===== src/design/spatial_audio_gain_pan_core_macros.svh =====
// Assertion macros for the spatial audio gain and pan core.
// Included by the RTL files that carry assertions; no other dependencies.
`ifndef SPATIAL_AUDIO_GAIN_PAN_CORE_MACROS_SVH
`define SPATIAL_AUDIO_GAIN_PAN_CORE_MACROS_SVH
`ifndef SYNTHESIS
// Same-cycle implication, disabled while reset is asserted.
`define SAGP_ASSERT_IMPLY(label, clk, rst_n, ante, cons) \
    label: assert property (@(posedge clk) disable iff (!rst_n) (ante) |-> (cons)) \
        else $error("sagp assertion failed");
// Next-cycle implication, disabled while reset is asserted.
`define SAGP_ASSERT_NEXT(label, clk, rst_n, ante, cons) \
    label: assert property (@(posedge clk) disable iff (!rst_n) (ante) |=> (cons)) \
        else $error("sagp assertion failed");
`else
`define SAGP_ASSERT_IMPLY(label, clk, rst_n, ante, cons)
`define SAGP_ASSERT_NEXT(label, clk, rst_n, ante, cons)
`endif
`endif


===== src/design/sagp_pkg.sv =====
// Shared types and constants for the spatial audio gain and pan core.
// No dependencies; used by every module of the block.
`default_nettype none

package sagp_pkg;

    // Field widths
    localparam int POS_W      = 32;
    localparam int FADE_W     = 31;
    localparam int GAIN_W     = 16;
    localparam int PAN_W      = 16;
    localparam int QUAT_W     = 16;
    localparam int CFG_ADDR_W = 4;
    localparam int CFG_DATA_W = 32;

    // Internal widths
    localparam int DIFF_W     = POS_W + 1;
    localparam int SQ_RAD_W   = 2 * DIFF_W;
    localparam int DIST_W     = SQ_RAD_W / 2;
    localparam int EAR_W      = 20;
    localparam int DIV_Q_W    = 16;
    localparam int RDIV_DVD_W = FADE_W + DIV_Q_W;
    localparam int RDIV_DVS_W = FADE_W;
    localparam int PDIV_DVD_W = DIST_W + 15;
    localparam int PDIV_DVS_W = DIST_W;

    // Register indexes
    localparam logic [CFG_ADDR_W-1:0] CFG_LISTENER_X = 4'd0;
    localparam logic [CFG_ADDR_W-1:0] CFG_LISTENER_Y = 4'd1;
    localparam logic [CFG_ADDR_W-1:0] CFG_LISTENER_Z = 4'd2;
    localparam logic [CFG_ADDR_W-1:0] CFG_QUAT_W     = 4'd3;
    localparam logic [CFG_ADDR_W-1:0] CFG_QUAT_X     = 4'd4;
    localparam logic [CFG_ADDR_W-1:0] CFG_QUAT_Y     = 4'd5;
    localparam logic [CFG_ADDR_W-1:0] CFG_QUAT_Z     = 4'd6;
    localparam logic [CFG_ADDR_W-1:0] CFG_SWAP       = 4'd7;

    // Distance factor classes
    localparam logic [1:0] TCLS_DIV  = 2'd0;
    localparam logic [1:0] TCLS_FULL = 2'd1;
    localparam logic [1:0] TCLS_ZERO = 2'd2;

    // Fixed-point constants
    localparam logic signed [QUAT_W-1:0] QUAT_ONE = 16'sd16384;
    localparam logic [16:0]              T_ONE    = 17'd65536;
    localparam logic [14:0]              PAN_MAX  = 15'd16384;
    localparam logic [15:0]              FAC_HALF = 16'd16384;
    localparam logic [16:0]              GAIN_SAT = 17'd65535;
    localparam logic signed [PAN_W-1:0]  PAN_HI   = 16'sd16384;
    localparam logic signed [PAN_W-1:0]  PAN_LO   = -16'sd16384;

    typedef struct packed {
        logic signed [POS_W-1:0] src_x;
        logic signed [POS_W-1:0] src_y;
        logic signed [POS_W-1:0] src_z;
        logic [FADE_W-1:0]       fade_start;
        logic [FADE_W-1:0]       fade_stop;
        logic [GAIN_W-1:0]       base_gain;
    } t_in_item;

    typedef struct packed {
        logic [GAIN_W-1:0]       out_gain;
        logic signed [PAN_W-1:0] out_pan;
    } t_out_item;

    // Side data that rides along the square-root pipeline
    typedef struct packed {
        logic signed [DIFF_W-1:0] dx;
        logic signed [DIFF_W-1:0] dy;
        logic signed [DIFF_W-1:0] dz;
        logic [FADE_W-1:0]        fade_start;
        logic [FADE_W-1:0]        fade_stop;
        logic [GAIN_W-1:0]        base_gain;
        logic                     bypass;
    } t_sq_tag;

    // Side data that rides along the distance-ratio divider
    typedef struct packed {
        logic [1:0]        t_class;
        logic [GAIN_W-1:0] base_gain;
        logic              bypass;
    } t_rdiv_tag;

    // Side data that rides along the pan divider
    typedef struct packed {
        logic dist_zero;
        logic ovf;
        logic neg;
    } t_pdiv_tag;

    localparam int SQ_TAG_W   = $bits(t_sq_tag);
    localparam int RDIV_TAG_W = $bits(t_rdiv_tag);
    localparam int PDIV_TAG_W = $bits(t_pdiv_tag);

endpackage

`default_nettype wire


===== src/design/sagp_div.sv =====
// Pipelined restoring divider, one quotient bit per stage, with side data.
// The dividend must stay below divisor * 2^Q_W. Depends on sagp_pkg for defaults.
`default_nettype none

module sagp_div #(
    parameter int DVD_W = sagp_pkg::RDIV_DVD_W,
    parameter int DVS_W = sagp_pkg::RDIV_DVS_W,
    parameter int Q_W   = sagp_pkg::DIV_Q_W,
    parameter int TAG_W = sagp_pkg::RDIV_TAG_W
) (
    input  logic             i_clk,
    input  logic             i_rst_n,
    input  logic             i_en,
    input  logic             i_valid,
    input  logic [DVD_W-1:0] i_dividend,
    input  logic [DVS_W-1:0] i_divisor,
    input  logic [TAG_W-1:0] i_tag,
    output logic             o_valid,
    output logic [Q_W-1:0]   o_quot,
    output logic [TAG_W-1:0] o_tag
);
    localparam int CMP_W = (DVD_W > DVS_W + Q_W) ? DVD_W : DVS_W + Q_W;

    logic [Q_W-1:0]   r_vld;
    logic [DVD_W-1:0] r_rem  [Q_W];
    logic [DVS_W-1:0] r_dvs  [Q_W];
    logic [Q_W-1:0]   r_quot [Q_W];
    logic [TAG_W-1:0] r_tag  [Q_W];

    logic [DVD_W-1:0] a_rem  [Q_W];
    logic [DVS_W-1:0] a_dvs  [Q_W];
    logic [Q_W-1:0]   a_quot [Q_W];
    logic [CMP_W-1:0] w_trial [Q_W];
    logic [Q_W-1:0]   w_ge;
    logic [DVD_W-1:0] n_rem  [Q_W];
    logic [Q_W-1:0]   n_quot [Q_W];

    // Select each stage's source: the input or the stage before
    always_comb begin
        a_rem[0]  = i_dividend;
        a_dvs[0]  = i_divisor;
        a_quot[0] = '0;
        for (int s = 1; s < Q_W; s++) begin
            a_rem[s]  = r_rem[s-1];
            a_dvs[s]  = r_dvs[s-1];
            a_quot[s] = r_quot[s-1];
        end
    end

    // Subtract the shifted divisor where it fits and set that quotient bit
    always_comb begin
        for (int s = 0; s < Q_W; s++) begin
            w_trial[s] = CMP_W'(a_dvs[s]) << (Q_W - 1 - s);
            w_ge[s]    = CMP_W'(a_rem[s]) >= w_trial[s];
            n_rem[s]   = w_ge[s] ? DVD_W'(CMP_W'(a_rem[s]) - w_trial[s]) : a_rem[s];
            n_quot[s]  = a_quot[s];
            n_quot[s][Q_W-1-s] = w_ge[s];
        end
    end

    // Advance valid bits
    always_ff @(posedge i_clk) begin
        if (!i_rst_n) begin
            r_vld <= '0;
        end else if (i_en) begin
            r_vld <= {r_vld[Q_W-2:0], i_valid};
        end
    end

    // Advance stage data
    always_ff @(posedge i_clk) begin
        if (i_en) begin
            r_tag[0] <= i_tag;
            for (int s = 0; s < Q_W; s++) begin
                r_rem[s]  <= n_rem[s];
                r_dvs[s]  <= a_dvs[s];
                r_quot[s] <= n_quot[s];
            end
            for (int s = 1; s < Q_W; s++) begin
                r_tag[s] <= r_tag[s-1];
            end
        end
    end

    assign o_valid = r_vld[Q_W-1];
    assign o_quot  = r_quot[Q_W-1];
    assign o_tag   = r_tag[Q_W-1];

endmodule

`default_nettype wire


===== config.mk =====
export PLATFORM = sky130hd
export DESIGN_NAME = sagp_div
export DESIGN_NICKNAME = d
export VERILOG_FILES = /design/src/design/spatial_audio_gain_pan_core_macros.svh /design/src/design/sagp_pkg.sv /design/src/design/sagp_div.sv
export SDC_FILE = /design/constraint.sdc
export NUM_CORES = 2
export LEC_CHECK = 0
export ABC_AREA = 1
export BUFFER_PORTS_ARGS = -buffer_cell sky130_fd_sc_hd__buf_2
export CAP_MARGIN = 15
export CORE_MARGIN = 2
export CORE_UTILIZATION = 40
export CTS_CLUSTER_DIAMETER = 100
export DETAILED_ROUTE_END_ITERATION = 8
export GPL_ROUTABILITY_DRIVEN = 0
export SETUP_SLACK_MARGIN = 0.05
export SLEW_MARGIN = 20
export SYNTH_ARGS = -nofsm -noshare
export SYNTH_HDL_FRONTEND = slang
export SYNTH_SLANG_ARGS = --single-unit

===== constraint.sdc =====
create_clock -name i_clk -period 3.7 [get_ports i_clk]
set_input_delay 0.185 -clock i_clk [delete_from_list [all_inputs] [get_ports i_clk]]
set_output_delay 0.185 -clock i_clk [all_outputs]
set_load 0.05 [all_outputs]

======== Word level (Yosys, flattened, before mapping) ========
Memory sizes are Yosys's and may differ from the RTL's.
Index checks and enable logic that the tools add are counted.
operators by class
  $add $sub $neg .......................... 16
  order comparisons ....................... 16
  mux-type cells .......................... 18
operator list
  operator          number
  $mux 47           16
  $ge 47x31->1      1
  $ge 47x32->1      1
  $ge 47x33->1      1
  $ge 47x34->1      1
  $ge 47x35->1      1
  $ge 47x36->1      1
  $ge 47x37->1      1
  $ge 47x38->1      1
  $ge 47x39->1      1
  $ge 47x40->1      1
  $ge 47x41->1      1
  $ge 47x42->1      1
  $ge 47x43->1      1
  $ge 47x44->1      1
  $ge 47x45->1      1
  $ge 47x46->1      1
  $sub 47x31->47    1
  $sub 47x32->47    1
  $sub 47x33->47    1
  $sub 47x34->47    1
  $sub 47x35->47    1
  $sub 47x36->47    1
  $sub 47x37->47    1
  10 further kinds  11
word-level totals
  bits in registers ....................... 16
  bits in writable memories ............... 1,808
  output and inout bits ................... 36
  memories ................................ 4
memory list
  name    words  bits a word  read ports  clocked after Yosys merged registers in  wr ports  RTL line        RTL
  r_rem   16     47           15          0                                        16        sagp_div.sv:25  logic [DVD_W-1:0] r_rem [Q_W];
  r_dvs   16     31           15          0                                        16        sagp_div.sv:26  logic [DVS_W-1:0] r_dvs [Q_W];
  r_tag   16     19           16          0                                        16        sagp_div.sv:28  logic [TAG_W-1:0] r_tag [Q_W];
  r_quot  16     16           16          0                                        16        sagp_div.sv:27  logic [Q_W-1:0] r_quot [Q_W];

======== Depth between registers and ports, before layout ========
An unclocked memory read counts as a cell.
  word-level depth ........................ 3
  gate-level depth with buffers ........... 17
  mapped depth without buffers ............ 16

======== Worst setup path before layout ========
Ideal clock, no wire load.
  path type ............................... flip-flop to flip-flop
  from .................................... memory r_rem[1][144] (netlist name)
  to ...................................... memory r_rem[1][209] (netlist name), data pin
  arrival time ............................ 2,073 ps
  data required time ...................... 3,448 ps
  slack ................................... 1,375 ps
  cell stages (with the launch flop) ...... 16
  buffers on the path ..................... 1
  cells stage by stage .................... edfxtp_1 > inv_1 > ha_1 > inv_1 > fa_1 > nand3_1 > nand3_1 > nand3_1 > nand3_1 > nand2_1 > nand2_1 > nand2_1 > nand2_2 > buf_6 > nand2_1 > nand2_1
RTL lines
  item             RTL line
  start, declared  sagp_div.sv:25

==> metrics.md <==
| Metric | Value |
|---|---|
| Top post-synthesis cells by area | edfxtp_1 (47%), nand2_1 (19%), inv_1 (9.3%) |
| Yosys top cell area share | 0.475 |
| Synth cell count leaders | nand2_1 (5212), inv_1 (2532), edfxtp_1 (1610), nor2_1 (1117), nand3_1 (714) |
| Post-synthesis compound-gate area fraction | 0.0359 |
| Max Fclk | 0.297 GHz |
| Clock Pin Slew Worst Setup and Hold Paths | 60 ps |
| Rel. slew slack | 0.380 |
| Startpoint of the worst hold path | i_divisor[27] |
| DRT antenna net count | 0 |
| Post-synthesis mux area share | 0 |
| Clk_lat worst skew | 880 ps |
| Crit path max fanout | 33 |
| Die W | 509 um |
| Area leader, netlist | edfxtp_1 |
| Post-synthesis register bit count | 1626 |
| Worst-Margin Slew | 922 ps |
| Vias in the first global route | 80000 |
| Post-synthesis simple-gate area fraction | 0.297 |
| Final Critical Period | 3360 ps |
| Final hold vios | 0 |
| Pin count of the biggest net entering global routing | 143 |
| Worst hold endpoint | r_dvs[0][27] |
| Length in cells of the worst reg-to-reg path | 12 |
| Via count | 85500 |
| PD cells | 725 mW/mm^2 |
| Synth Area in XOR/XNOR | 0.0226 |
| Top-Level Pins | 137 |
| Crit path launch type | register |
| GRT overflow | 0 |
| Final Net Count | 14300 |
| Post-route DRC | 0 |
| Clock Tree Buf Depth | 3 |
| Die height | 509 um |
| Post-route setup TNS | 0 ps |
| Detailed placer's ending HPWL | 268000 um |
| EDFF count, synth | 1610 |
| Yosys warning count | 0 |
| Synth cell types | 47 |
| Mapped Area | 0.102 sq mm |
| CORE AREA | 0.254 sq mm |
| Setup Crit Path Kind | reg -> reg |
| Initial core utilization | 0.401 |
| HP Class | in -> reg |
| Crit share post-route | 0.909 |
| Final Util | 0.450 |
| Clock Tree Root | clkbuf_16 |
| Synth async-reset ratio | 0 |
| Main combinational cell family by area after synthesis | simple AND/OR/NAND/NOR gates |
| Layout cell share with drive strength beyond 1 | 0.0427 |
| Initial antenna violation count | 9 |
| R2r startpoint | r_rem[0][200] |
| Port Buffer Count | 136 |
| Critical path endpoint category | register |
| Ys flop type | edfxtp_1 |
| Seq/Total Area, Yosys | 0.478 |
| Worst hold path depth | 2 |
| Iteration-0 DRC Markers | 9126 |
| Syn_area_per_cell | 7.69 sq um |
| Num rows | 185 |
| Data arrival, critical path | 3930 ps |
| R2R Setup Slk | 340 ps |
| Wire per inst | 19.2 um |
| Clock buffer count from CTS | 183 |
| Critical path data required time | 4270 ps |
| R2R Path End | r_rem[0][272] |
| Leakage | 55.5 nW |
| Die footprint | 0.259 sq mm |
| Area growth syn-to-layout | 12.1% |
| Sinks on Clock Net | 1626 |
| IR drop worst, VDD | 0.592 mV |
| Post-synthesis adder-cell area fraction | 0.0639 |
| Syn nets | 13900 |
| RSZ-0062 raised after global routing | no |
| Pre-Repair DR Iteration Count | 7 |
| CTS tree | built |
| Max-slew violations | 0 |
| Top-count cell post-synth | nand2_1 |
| First-pass GRT wire length | 490000 um |
| Max Cap Viol | 0 |
| Total track usage | 0.251 |
| DR vias/cell | 4.98 |
| Postcts setup bufs | 0 |
| WL final | 330000 um |
| Setup Skew | 45.8 ps |
| Htree depth | 4 |
| Final setup fails | 0 |
| Post-Synthesis Cells | 13200 |
| Outcome | finished clean |
worst max path at each step:
stage	cells past startpoint	slack, ps	start	end
2_1_floorplan	15	1370	r_rem[1][144]	r_rem[1][209]
3_3_place_gp	12	380	r_rem[0][200]	r_rem[0][272]
3_5_place_dp	12	410	r_rem[0][200]	r_rem[0][272]
4_1_cts	12	370	r_rem[0][200]	r_rem[0][274]
5_1_grt	10	290	r_dvs[1][39]	r_rem[1][140]
6_report	12	340	r_rem[0][200]	r_rem[0][272]
worst max-delay path, stage by stage, from the launching register on:
cell and delay (ps):
edfxtp_1 400, ha_1 410, nand2_1 180, nor2_1 380, nand3_1 130, nor2_1 620
nand3_1 150, nand2_1 100, nor2_1 60, nand2_4 70, inv_2 270, nand2_1 170
nand2_1 120
cells in the final DEF, fill, tap and decap left out, drive strengths merged, types with 5 or more instances in the layout:
cell type,instances
nand2,5231
inv,2560
edfxtp,1610
nor2,1142
nand3,720
ha,496
a21oi,447
xor2,221
clkbuf,211
buf,208
o21ai,169
nand4,154
dlygate4sd3,132
nor3,103
clkinv,86
nand3b,81
xnor2,42
o21bai,38
and2,31
bufinv,20
dfxtp,16
fa,15
nor4,13
o21a,11
clkinvlp,11
diode,7
or2,6
a21o,6
and3,5
what timing repair did:
action                                 in CTS  in global routing
hold buffers                              132                  0
endpoints found under the hold margin     320                  0
gates resized for setup                     0                  0
cell type report:
type | count | area, sq um
Antenna cell | 7 | 17.5
Clock buffer | 211 | 4730
Clock inverter | 130 | 1480
Fill cell | 25400 | 140000
Inverter | 2547 | 9560
Multi-Input combinational cell | 8944 | 42700
Sequential cell | 1626 | 48700
Tap cell | 3366 | 4210
Timing Repair Buffer | 340 | 2800
report_power, final:
group | internal (mW) | switching, mW
registers | 25.2 | 3.41
clock network | 10.7 | 7.96
logic | 11.1 | 24.3
total | 47.0 | 35.7
flip-flops by register name, summed over array words and instances (netlist names):
| signal | cells |
|---|---|
| r_quot | 136 |
| r_rem | 705 |
| r_tag | 304 |
| r_vld | 16 |
| r_dvs | 465 |
routing by layer:
metal  global-route usage  vias to the layer above  share of wire
li1                     -                    42400              -
met1                0.317                    38900           0.40
met2                0.419                     3400           0.46
met3               0.0365                      772          0.074
met4                0.124                        4          0.056
met5                    0                        -       0.000082
metrics by stage:
| stage | hold slack, ps | cell area, sq um | cells | power (mW) | setup slack, ps |
|---|---|---|---|---|---|
| finish | 61.9 | 114000 | 17200 | 82.7 | 339 |
| global route | 25.7 | 114000 | 17200 | 88.2 | 295 |
| CTS | 1.83 | 114000 | 17200 | 82.4 | 371 |
| detailed placement | 363 | 107000 | 16700 | 63.4 | 413 |
| global placement | 362 | 107000 | 16700 | 63.3 | 381 |
| floorplan | 284 | 102000 | 13200 | 51.2 | 1370 |
kinds of logic after synthesis:
kind of cell / Yosys count
XOR/XNOR: 263
AO/OA/AOI/OAI: 679
buffers and inverters: 2668
AND/OR/NAND/NOR: 7491
flip-flops: 1626
adder cells (fa/ha/maj): 511
(Power assumes the default switching activity.)
